**src/rtl/core/mff_pkg.sv**
```systemverilog
// Shared types, constants and the hash step for the message fragmenter framer.
package mff_pkg;

    // Default sizes
    localparam int MAX_PAYLOAD_DEF = 22;
    localparam int MAX_MESSAGE_DEF = 2048;

    // FNV-1a 32-bit constants
    localparam logic [31:0] FNV_BASIS = 32'd2166136261;
    localparam logic [31:0] FNV_PRIME = 32'd16777619;

    // Input opcodes
    localparam logic [1:0] KIND_NAME  = 2'd0;
    localparam logic [1:0] KIND_START = 2'd1;
    localparam logic [1:0] KIND_DATA  = 2'd2;

    // Result status codes
    localparam logic [1:0] STATUS_DATA     = 2'd0;
    localparam logic [1:0] STATUS_TOO_LONG = 2'd1;
    localparam logic [1:0] STATUS_TOO_MANY = 2'd2;

    // Header length in bytes; the payload byte follows at this index
    localparam int          HDR_LEN = 9;
    localparam logic [3:0]  HDR_IDX_LAST = 4'(HDR_LEN);

    typedef struct packed {
        logic [1:0]  kind;
        logic [7:0]  data_byte;
        logic [15:0] message_length;
        logic [15:0] message_id;
    } in_t;

    typedef struct packed {
        logic [7:0] out_byte;
        logic       frame_end;
        logic       message_end;
        logic [1:0] status;
    } out_t;

    // One unit of output work: a payload byte, optionally led by a header
    typedef struct packed {
        logic        header;
        logic [7:0]  frag_type;
        logic [31:0] sender_id;
        logic [15:0] msg_id;
        logic [7:0]  frag_total;
        logic [7:0]  frag_number;
        logic [7:0]  data;
        logic        frame_end;
        logic        message_end;
        logic [1:0]  status;
    } job_t;

    // Fold one byte into the running hash
    function automatic logic [31:0] fnv_step(input logic [31:0] h, input logic [7:0] b);
        logic [31:0] x;
        logic [63:0] p;
        x = h ^ {24'd0, b};
        p = x * FNV_PRIME;
        return p[31:0];
    endfunction

endpackage

```
**src/rtl/core/mff_emit.sv**
```systemverilog
// Output serializer: one job slot in front of the byte emitter.
module mff_emit
    import mff_pkg::*;
(
    input  logic aclk,
    input  logic aresetn,
    input  logic job_valid,
    input  job_t job,
    output logic job_ready,
    output logic m_valid,
    input  logic m_ready,
    output out_t m_payload
);

    logic       pend_valid_reg;
    job_t       pend_job_reg;
    logic       cur_valid_reg;
    job_t       cur_job_reg;
    logic [3:0] idx_reg;
    logic       last;
    logic       cur_take;

    // Last transfer of the current job
    assign last     = !cur_job_reg.header || (idx_reg == HDR_IDX_LAST);
    assign cur_take = !cur_valid_reg || (m_ready && last);
    assign job_ready = !pend_valid_reg || cur_take;
    assign m_valid   = cur_valid_reg;

    // Advance the slot and the byte index
    always_ff @(posedge aclk) begin
        if (!aresetn) begin
            pend_valid_reg <= 1'b0;
            cur_valid_reg  <= 1'b0;
            idx_reg        <= '0;
        end else begin
            if (cur_take) begin
                cur_valid_reg <= pend_valid_reg;
                cur_job_reg   <= pend_job_reg;
                idx_reg       <= '0;
            end else if (m_ready) begin
                idx_reg <= idx_reg + 4'd1;
            end
            if (job_ready) begin
                pend_valid_reg <= job_valid;
                if (job_valid) begin
                    pend_job_reg <= job;
                end
            end
        end
    end

    // Select the byte for this transfer
    always_comb begin
        m_payload.out_byte    = cur_job_reg.data;
        m_payload.frame_end   = 1'b0;
        m_payload.message_end = 1'b0;
        m_payload.status      = cur_job_reg.status;
        if (!cur_job_reg.header || idx_reg == HDR_IDX_LAST) begin
            m_payload.frame_end   = cur_job_reg.frame_end;
            m_payload.message_end = cur_job_reg.message_end;
        end else begin
            case (idx_reg)
                4'd0:    m_payload.out_byte = cur_job_reg.frag_type;
                4'd1:    m_payload.out_byte = cur_job_reg.sender_id[31:24];
                4'd2:    m_payload.out_byte = cur_job_reg.sender_id[23:16];
                4'd3:    m_payload.out_byte = cur_job_reg.sender_id[15:8];
                4'd4:    m_payload.out_byte = cur_job_reg.sender_id[7:0];
                4'd5:    m_payload.out_byte = cur_job_reg.msg_id[15:8];
                4'd6:    m_payload.out_byte = cur_job_reg.msg_id[7:0];
                4'd7:    m_payload.out_byte = cur_job_reg.frag_total;
                4'd8:    m_payload.out_byte = cur_job_reg.frag_number;
                default: m_payload.out_byte = cur_job_reg.data;
            endcase
        end
    end

endmodule

```
**src/rtl/core/message_fragmenter_framer.sv**
```systemverilog
// A result byte passes the job slot, then the emitter's current-job register, on its way to the output.
// Throughput: one input item per cycle while each produces at most one result byte and m_ready is high;
// a fragment's first payload byte holds the output for ten transfers (nine header bytes).
// The output port moves one byte per cycle while m_ready is high; it sets the sustained rate.
// Reset (aresetn low, synchronous): hash to FNV basis, message state and type to zero,
// all pending results dropped.
module message_fragmenter_framer
    import mff_pkg::*;
#(
    parameter int MAX_PAYLOAD = MAX_PAYLOAD_DEF,
    parameter int MAX_MESSAGE = MAX_MESSAGE_DEF
) (
    input  logic       aclk,
    input  logic       aresetn,
    input  logic       cfg_wr_en,
    input  logic [7:0] cfg_wr_data,
    input  logic       s_valid,
    output logic       s_ready,
    input  in_t        s_payload,
    output logic       m_valid,
    input  logic       m_ready,
    output out_t       m_payload
);

    // Reciprocal for ceil(len / MAX_PAYLOAD), exact for all 17-bit numerators
    localparam logic [24:0] RECIP      = 25'((64'd1 << 24) / MAX_PAYLOAD + 1);
    localparam logic [16:0] FRAG_LIMIT = 17'(255 * MAX_PAYLOAD);
    localparam logic [16:0] MSG_LIMIT  = 17'(MAX_MESSAGE);
    localparam logic [8:0]  PAY_LIMIT  = 9'(MAX_PAYLOAD);

    logic [7:0]  frag_type_reg;
    logic [31:0] name_hash_reg;
    logic [31:0] sender_id_reg;
    logic [15:0] msg_id_reg;
    logic [7:0]  frag_total_reg;
    logic [7:0]  frag_number_reg;
    logic [7:0]  pay_pos_reg;
    logic [15:0] remaining_reg;

    logic        accept;
    logic        job_valid;
    job_t        job;
    logic [16:0] len_ext;
    logic [16:0] ceil_num;
    logic [41:0] quot_prod;
    logic [7:0]  quot;
    logic        too_long;
    logic        too_many;
    logic        fend;
    logic        mend;

    assign accept = s_valid && s_ready;

    // Fragment count and length checks for a message start
    assign len_ext   = {1'b0, s_payload.message_length};
    assign ceil_num  = len_ext + 17'(MAX_PAYLOAD - 1);
    assign quot_prod = 42'(ceil_num) * 42'(RECIP);
    assign quot      = quot_prod[31:24];
    assign too_long  = len_ext > MSG_LIMIT;
    assign too_many  = len_ext > FRAG_LIMIT;

    // End flags for a message byte
    assign mend = (remaining_reg == 16'd1);
    assign fend = mend || ({1'b0, pay_pos_reg} + 9'd1 >= PAY_LIMIT);

    // Build the output job for this item
    always_comb begin
        job_valid       = 1'b0;
        job.header      = (pay_pos_reg == 8'd0);
        job.frag_type   = frag_type_reg;
        job.sender_id   = sender_id_reg;
        job.msg_id      = msg_id_reg;
        job.frag_total  = frag_total_reg;
        job.frag_number = frag_number_reg;
        job.data        = s_payload.data_byte;
        job.frame_end   = fend;
        job.message_end = mend;
        job.status      = STATUS_DATA;
        unique case (s_payload.kind)
            KIND_START: begin
                job_valid       = too_long || too_many;
                job.header      = 1'b0;
                job.data        = 8'd0;
                job.frame_end   = 1'b0;
                job.message_end = 1'b0;
                job.status      = too_long ? STATUS_TOO_LONG : STATUS_TOO_MANY;
            end
            KIND_DATA: begin
                job_valid = (remaining_reg != 16'd0);
            end
            default: begin
                job_valid = 1'b0;
            end
        endcase
    end

    // Update message state on each input transfer, and the fragment type on a config write
    always_ff @(posedge aclk) begin
        if (!aresetn) begin
            frag_type_reg   <= '0;
            name_hash_reg   <= FNV_BASIS;
            sender_id_reg   <= '0;
            msg_id_reg      <= '0;
            frag_total_reg  <= '0;
            frag_number_reg <= '0;
            pay_pos_reg     <= '0;
            remaining_reg   <= '0;
        end else begin
            if (cfg_wr_en) begin
                frag_type_reg <= cfg_wr_data;
            end
            if (accept) begin
                unique case (s_payload.kind)
                    KIND_NAME: begin
                        name_hash_reg <= fnv_step(name_hash_reg, s_payload.data_byte);
                    end
                    KIND_START: begin
                        sender_id_reg   <= name_hash_reg;
                        name_hash_reg   <= FNV_BASIS;
                        msg_id_reg      <= s_payload.message_id;
                        frag_number_reg <= '0;
                        pay_pos_reg     <= '0;
                        if (too_long || too_many) begin
                            frag_total_reg <= '0;
                            remaining_reg  <= '0;
                        end else begin
                            frag_total_reg <= quot;
                            remaining_reg  <= s_payload.message_length;
                        end
                    end
                    KIND_DATA: begin
                        if (remaining_reg != 16'd0) begin
                            remaining_reg <= remaining_reg - 16'd1;
                            if (fend) begin
                                pay_pos_reg     <= '0;
                                frag_number_reg <= frag_number_reg + 8'd1;
                            end else begin
                                pay_pos_reg <= pay_pos_reg + 8'd1;
                            end
                        end
                    end
                    default: begin
                        // drop
                    end
                endcase
            end
        end
    end

    mff_emit u_emit (
        .aclk      (aclk),
        .aresetn   (aresetn),
        .job_valid (s_valid && job_valid),
        .job       (job),
        .job_ready (s_ready),
        .m_valid   (m_valid),
        .m_ready   (m_ready),
        .m_payload (m_payload)
    );

endmodule

```
**config.mk**
```make
export PLATFORM = sky130hd
export DESIGN_NAME = message_fragmenter_framer
export DESIGN_NICKNAME = d
export VERILOG_FILES = /design/src/rtl/core/mff_pkg.sv /design/src/rtl/core/mff_emit.sv /design/src/rtl/core/message_fragmenter_framer.sv
export SDC_FILE = /design/constraint.sdc
export NUM_CORES = 1
export LEC_CHECK = 0
export BUFFER_PORTS_ARGS = -buffer_cell sky130_fd_sc_hd__buf_2
export CORE_MARGIN = 2
export CORE_UTILIZATION = 50
export CTS_CLUSTER_SIZE = 10
export DETAILED_ROUTE_END_ITERATION = 6
export PLACE_DENSITY = 0.66
export SYNTH_ARGS = -nofsm -noshare
export SYNTH_HDL_FRONTEND = slang
export SYNTH_SLANG_ARGS = --single-unit
```
**constraint.sdc**
```tcl
create_clock -name aclk -period 12.16 [get_ports aclk]
set_input_delay 0 -clock aclk [delete_from_list [all_inputs] [get_ports aclk]]
set_output_delay 0 -clock aclk [all_outputs]
set_load 0.1 [all_outputs]
```
[Word level (Yosys, flattened, before mapping)]
Index checks and enable logic that the tools add are counted.
Word-level totals
  bits in latches: 0
  output and inout bits: 14
  register bits: 304
  RAM bits: 0
  input port bits: 55
  memories: 0
  memory bits (read-only): 0
Cells by class
  multiplexer cells: 16
  shift-type cells: 0
  eq/ne operators: 14
  multipliers: 2
  magnitude comparators: 3
  div/mod/pow operators: 0
  $add $sub $neg: 6
  bitwise operators: 2
  reduce and logical (&&, ||, !) cells: 24
Operators with widths (count)
  $pmux 8 s9: 1
  $pmux 32 s2: 1
  $mux 8: 6
  $mul 17x20->32 const B: 1
  $mul 32x25->32 const B: 1
  $mux 16: 2
  $pmux 16 s2: 1
  $pmux 8 s2: 2
  $xor 32x8->32: 1
  $add 16x5->17 const B: 1
  $add 8x1->8 const B: 2
  $eq 16x1->1 const B: 1
  $eq 4x3->1 const B: 4
  $gt 16x12->1 const B: 1
  $gt 16x13->1 const B: 1
  $reduce_bool 16->1: 1
  $sub 16x1->16 const B: 1
  $add 8x1->9 const B: 1
  $ge 9x5->1 const B: 1
  $eq 4x2->1 const B: 2
  $eq 4x4->1 const B: 2
  $logic_not 8->1: 1
  $reduce_and 2->1: 3
  $reduce_and 3->1: 2
  other kinds (16): 27

[Depth between registers and ports, before layout]
  word-level depth: 7
  depth in mapped cells: 29
  mapped depth without buffers: 28

[Modules after synthesis]
Synthesis repeated with hierarchy kept, for this count alone.
Unflattened totals
  cell total of the unflattened synthesis: 2151
  area, all modules: 22277.6 um^2
By module, submodules not included
  message_fragmenter_framer: cells each 1845, area each 16160.5 um^2, instances 1, sequential area each 2562.5 um^2
  mff_emit: cells each 306, area each 6117.1 um^2, instances 1, sequential area each 5225.0 um^2

[Worst setup path before layout]
No wires, ideal clock.
  kind: input to register
  start: input s_payload[18] in the netlist's numbering
  end: register frag_total_reg[2]
  cell stages on the path: 28
  slack: 5715 ps
  arrival time: 6328 ps
  cell sequence: clkbuf_1 -> a21oi_1 -> nor2b_1 -> o21a_1 -> and2_1 -> xor2_1 -> inv_1 -> fa_1 -> inv_1 -> ha_1 -> inv_1 -> fa_1 -> inv_1 -> fa_1 -> fa_1 -> inv_1 -> fa_1 -> inv_1 -> ha_1 -> a21oi_1 -> o221ai_1 -> a2111oi_0 -> o21ai_1 -> and2_1 -> o21ai_0 -> nand2b_1 -> xor2_1 -> a22o_1
On the way
  word-level cells in the longest chain between the ends: 3
Ends and longest elaborated chain
  start, declared: line message_fragmenter_framer.sv:19  | input in_t s_payload,
  $add 16x5->17 (tied with other cells): line message_fragmenter_framer.sv:56  | assign ceil_num = len_ext + 17'(MAX_PAYLOAD - 1);
  $mul 17x20->32 / $logic_or 1x1->1 (equally long branches): line message_fragmenter_framer.sv:57, message_fragmenter_framer.sv:123
  $mux 8 *: line message_fragmenter_framer.sv:123  | if (too_long || too_many) begin
  end signal, assigned: line message_fragmenter_framer.sv:127  | frag_total_reg <= quot;
  end, declared: line message_fragmenter_framer.sv:35  | logic [7:0] frag_total_reg;
Mark *: on every way between the ends. The rest lies on a longest branch, timed or not.
A chain may end at the register's enable or synchronous reset.

[Worst setup path in the final report]
  start: input s_payload[16] in the netlist's numbering
  end: register frag_total_reg[2]
Same word-level chain as after synthesis.

==> metrics.txt <==
# TYPE chip_impl_metric gauge
chip_impl_metric{name="min_period_over_period",unit="%"} 59.2
chip_impl_metric{name="ys_async_rst_share",unit="%"} 0
chip_impl_metric{name="fp.dieArea",unit="um^2"} 46000
chip_impl_info{name="yosys.cell_count.top_type",value="sky130_fd_sc_hd__inv_1"} 1
chip_impl_metric{name="critical_path.max_fanout",unit=""} 7
chip_impl_metric{name="fin_setup_tns",unit="ps"} 0
chip_impl_metric{name="track_usage",unit="%"} 22.5
chip_impl_metric{name="grt_start_max_net_pins",unit=""} 67
chip_impl_metric{name="cts_num_sinks",unit=""} 304
chip_impl_metric{name="mappedNetlistArea",unit="um^2"} 22200
chip_impl_metric{name="grt_remaining_overflow",unit=""} 0
chip_impl_metric{name="post_route_cells_drive_above_1_share",unit="%"} 6.61
chip_impl_metric{name="final-hold-violation-count",unit=""} 0
chip_impl_metric{name="final.setup_skew",unit="ps"} 21.4
chip_impl_metric{name="syn-instance-count",unit=""} 2143
chip_impl_metric{name="post_cts_buffers",unit=""} 0
chip_impl_metric{name="num-nets-final",unit=""} 2793
chip_impl_metric{name="max_reg_flops",unit=""} 85
chip_impl_metric{name="insertedDiodeCount",unit=""} 0
chip_impl_metric{name="rows",unit=""} 77
chip_impl_metric{name="clock_insertion_delay_worst_skew",unit="ps"} 530
chip_impl_metric{name="dpl.hpwl",unit="um"} 38600
chip_impl_metric{name="hold_depth",unit=""} 3
chip_impl_metric{name="synth_sequential_area_ratio",unit="%"} 35.1
chip_impl_info{name="min-delay-start",value="aresetn"} 1
chip_impl_info{name="post_synth_main_area_contributors",value="sky130_fd_sc_hd__edfxtp_1, sky130_fd_sc_hd__ha_1, sky130_fd_sc_hd__fa_1, sky130_fd_sc_hd__dfxtp_1, sky130_fd_sc_hd__inv_1"} 1
chip_impl_metric{name="worst-endpoint-required",unit="ps"} 12570
chip_impl_metric{name="htree_num_levels",unit=""} 2
chip_impl_info{name="endpoint_kind",value="flop"} 1
chip_impl_metric{name="cp.buffers_inverters",unit=""} 8
chip_impl_metric{name="slew_headroom",unit="%"} 32.2
chip_impl_metric{name="yosys_register_bits",unit=""} 304
chip_impl_metric{name="cts_made_buffers",unit=""} 37
chip_impl_info{name="synth_top_cell_by_area",value="sky130_fd_sc_hd__edfxtp_1"} 1
chip_impl_metric{name="numPortBuffers",unit=""} 68
chip_impl_info{name="yosys_most_used_dff",value="sky130_fd_sc_hd__edfxtp_1"} 1
chip_impl_metric{name="routabilityCongestion",unit=""} 0.937
chip_impl_metric{name="drc_errors",unit=""} 0
chip_impl_metric{name="drt_pre_antenna_iters",unit=""} 5
chip_impl_info{name="crit_path_top_delay_cell",value="sky130_fd_sc_hd__xor2_1"} 1
chip_impl_metric{name="setup_violators_final",unit=""} 0
chip_impl_metric{name="yosysUniqueCellTypes",unit=""} 86
chip_impl_metric{name="path_clk_slew",unit="ps"} 60
chip_impl_info{name="cts_tree",value="built"} 1
chip_impl_metric{name="synth_edf_count",unit=""} 170
chip_impl_metric{name="drtAntennaViolNets",unit=""} 0
chip_impl_info{name="critPathLaunchType",value="input port"} 1
chip_impl_metric{name="timing_max_transition_violations_final",unit=""} 0
chip_impl_info{name="rsz0062_at_grt",value="false"} 1
chip_impl_metric{name="top_area_cell_type_share_of_the_netlist_area",unit="%"} 23.0
chip_impl_metric{name="fp.dieW",unit="um"} 215
chip_impl_metric{name="post_drt_via_cell_ratio",unit=""} 5.17
chip_impl_info{name="critPathMostFrequentCell",value="sky130_fd_sc_hd__inv_1"} 1
chip_impl_info{name="yosys-top-cells-count",value="sky130_fd_sc_hd__inv_1, sky130_fd_sc_hd__ha_1, sky130_fd_sc_hd__nand2_1"} 1
chip_impl_metric{name="crit_path_max_incr_delay",unit="ps"} 650
chip_impl_metric{name="dieHeight",unit="um"} 215
chip_impl_metric{name="max_freq",unit="MHz"} 139
chip_impl_metric{name="r2r_setup_slack",unit="ps"} 5650
chip_impl_metric{name="worstPathArrival",unit="ps"} 7610
chip_impl_metric{name="wl_per_cell",unit="um"} 17.3
chip_impl_info{name="worst_r2r_endpoint",value="name_hash_reg[29]"} 1
chip_impl_metric{name="first_pass_grt_wire_length",unit="um"} 81800
chip_impl_info{name="hp_class",value="in -> reg"} 1
chip_impl_info{name="worst_hold_path.endpoint",value="u_emit.m_valid"} 1
chip_impl_info{name="critical_path_start_end_classification",value="in -> reg"} 1
chip_impl_metric{name="yosys_warnings",unit=""} 0
chip_impl_metric{name="totalWireLength",unit="um"} 49800
chip_impl_metric{name="first_global_vias",unit=""} 15400
chip_impl_metric{name="start_util",unit="%"} 50.4
chip_impl_metric{name="antenna_found_initial",unit=""} 2
chip_impl_metric{name="synth_fp_nets",unit=""} 2680
chip_impl_metric{name="area_growth",unit="%"} 11.5
chip_impl_metric{name="ios",unit=""} 69
chip_impl_metric{name="number_of_drc_markers_in_iteration_0",unit=""} 1028
chip_impl_info{name="status",value="complete, no violations"} 1
chip_impl_metric{name="core",unit="um^2"} 44000
chip_impl_metric{name="final_period_minus_worst_setup_slack",unit="ps"} 7200
chip_impl_info{name="clockRootBuffer",value="sky130_fd_sc_hd__clkbuf_16"} 1
chip_impl_metric{name="postSynthAreaPerCell",unit="um^2"} 10.3
chip_impl_info{name="worst_r2r_startpoint",value="name_hash_reg[3]"} 1
chip_impl_metric{name="slew_at_the_pin_with_the_worst_max_slew_slack",unit="ps"} 1020
chip_impl_metric{name="worstRegToRegCells",unit=""} 22
chip_impl_metric{name="dr_total_vias",unit=""} 14900
chip_impl_metric{name="clock_tree.buffer_depth",unit=""} 3
chip_impl_info{name="largest_delay_contributor_family_on_the_critical_path",value="adder cells"} 1
chip_impl_metric{name="maxCapViolCount",unit=""} 0
chip_impl_metric{name="filler_cell_count",unit=""} 3869
## logic make-up (layout without fill, tap and decap cells)
| family | count (synthesis) | after routing | synth area share, % |
|---|---|---|---|
| other cells | 1 | 1 | 0.0169 |
| simple gates | 419 | 419 | 9.25 |
| buf+inv | 534 | 676 | 9.23 |
| compound gates | 308 | 308 | 9.60 |
| xor+xnor | 84 | 84 | 3.32 |
| mux | 11 | 11 | 0.502 |
| fa+ha+maj | 482 | 482 | 33.0 |
| flops | 304 | 304 | 35.1 |
## worst min-delay path: cells and delay by family
kind	cells	cell delay, ps
AOI/OAI and AO/OA	1	170
buffers and inverters	2	370
## worst max-delay path by stage
stage	startpoint	end	cells after the start	slack [ps]
floorplan	s_payload[18]	frag_total_reg[2]	28	5710
global placement	s_payload[16]	frag_total_reg[2]	28	5280
detailed placement	s_payload[16]	frag_total_reg[2]	28	4960
CTS	s_payload[16]	frag_total_reg[2]	29	4960
global route	s_payload[16]	frag_total_reg[2]	29	4440
finish	s_payload[16]	frag_total_reg[2]	29	4960
## cell usage in the layout, fill, tap and decap left out, types with 5 or more instances in the layout
| master | count |
|---|---|
| sky130_fd_sc_hd__xor2_1 | 34 |
| sky130_fd_sc_hd__nor3b_1 | 8 |
| sky130_fd_sc_hd__dlygate4sd3_1 | 51 |
| sky130_fd_sc_hd__o22ai_1 | 6 |
| sky130_fd_sc_hd__ha_1 | 312 |
| sky130_fd_sc_hd__clkbuf_1 | 24 |
| sky130_fd_sc_hd__o21ai_0 | 46 |
| sky130_fd_sc_hd__inv_1 | 475 |
| sky130_fd_sc_hd__a22oi_1 | 23 |
| sky130_fd_sc_hd__dfxtp_1 | 134 |
| sky130_fd_sc_hd__nor2_1 | 68 |
| sky130_fd_sc_hd__o21ai_1 | 8 |
| sky130_fd_sc_hd__o21a_1 | 9 |
| sky130_fd_sc_hd__and2_1 | 18 |
| sky130_fd_sc_hd__a21oi_1 | 56 |
| sky130_fd_sc_hd__and3_1 | 16 |
| sky130_fd_sc_hd__a21o_1 | 14 |
| sky130_fd_sc_hd__buf_4 | 14 |
| sky130_fd_sc_hd__fa_1 | 170 |
| sky130_fd_sc_hd__nand2b_1 | 6 |
| sky130_fd_sc_hd__or3_1 | 5 |
| sky130_fd_sc_hd__nand4_1 | 9 |
| sky130_fd_sc_hd__nor4_1 | 10 |
| sky130_fd_sc_hd__mux2i_1 | 10 |
| sky130_fd_sc_hd__a22o_1 | 18 |
| sky130_fd_sc_hd__a21boi_0 | 50 |
| sky130_fd_sc_hd__nor3_1 | 21 |
| sky130_fd_sc_hd__edfxtp_1 | 170 |
| sky130_fd_sc_hd__nand2_1 | 171 |
| sky130_fd_sc_hd__a221oi_1 | 5 |
| sky130_fd_sc_hd__nand3_1 | 24 |
| sky130_fd_sc_hd__xnor2_1 | 50 |
| sky130_fd_sc_hd__a311oi_1 | 7 |
| sky130_fd_sc_hd__clkbuf_16 | 37 |
| sky130_fd_sc_hd__buf_2 | 68 |
| sky130_fd_sc_hd__nor2b_1 | 37 |
| sky130_fd_sc_hd__o21bai_1 | 6 |
| sky130_fd_sc_hd__a31oi_1 | 12 |
## area by class of cell
cell class / count / area (um^2) / area share (%)
Multi-Input combinational cell: 1305 / 12400 / 50.0
Clock buffer: 61 / 1020 / 4.11
Timing Repair Buffer: 133 / 956 / 3.87
Inverter: 475 / 1780 / 7.21
Tap cell: 592 / 741 / 3.00
Sequential cell: 304 / 7790 / 31.5
Clock inverter: 7 / 87.6 / 0.354
## routing by layer
metal / track usage, % / wire length, um / vias to the layer above
li1: - / - / 7290
met1: 30.8 / 22800 / 7203
met2: 38.2 / 24000 / 302
met3: 2.65 / 2050 / 66
met4: 5.49 / 998 / 2
met5: 0 / 13 / -
## through the flow
stage	utilization (%)	cells	hold slack (ps)	setup slack [ps]	area, um^2
after floorplan	-	2143	145	5710	22200
after global placement	52.5	2758	260	5280	23100
after detailed placement	52.5	2758	265	4960	23100
after CTS	56.2	2877	54.7	4960	24700
after global routing	56.2	2877	86.3	4440	24700
final	56.2	2877	70.2	4960	24700
## repair_timing
action / 4_1_cts / 5_1_grt
endpoints found under the hold margin: 47 / 0
hold buffers: 51 / 0
endpoints found under the setup margin: 0 / 0
gates resized for setup: 0 / 0
Power is left out: the tool's default activity adds up to more than one toggle a clock period on the data nets, which glitch-free logic cannot reach.
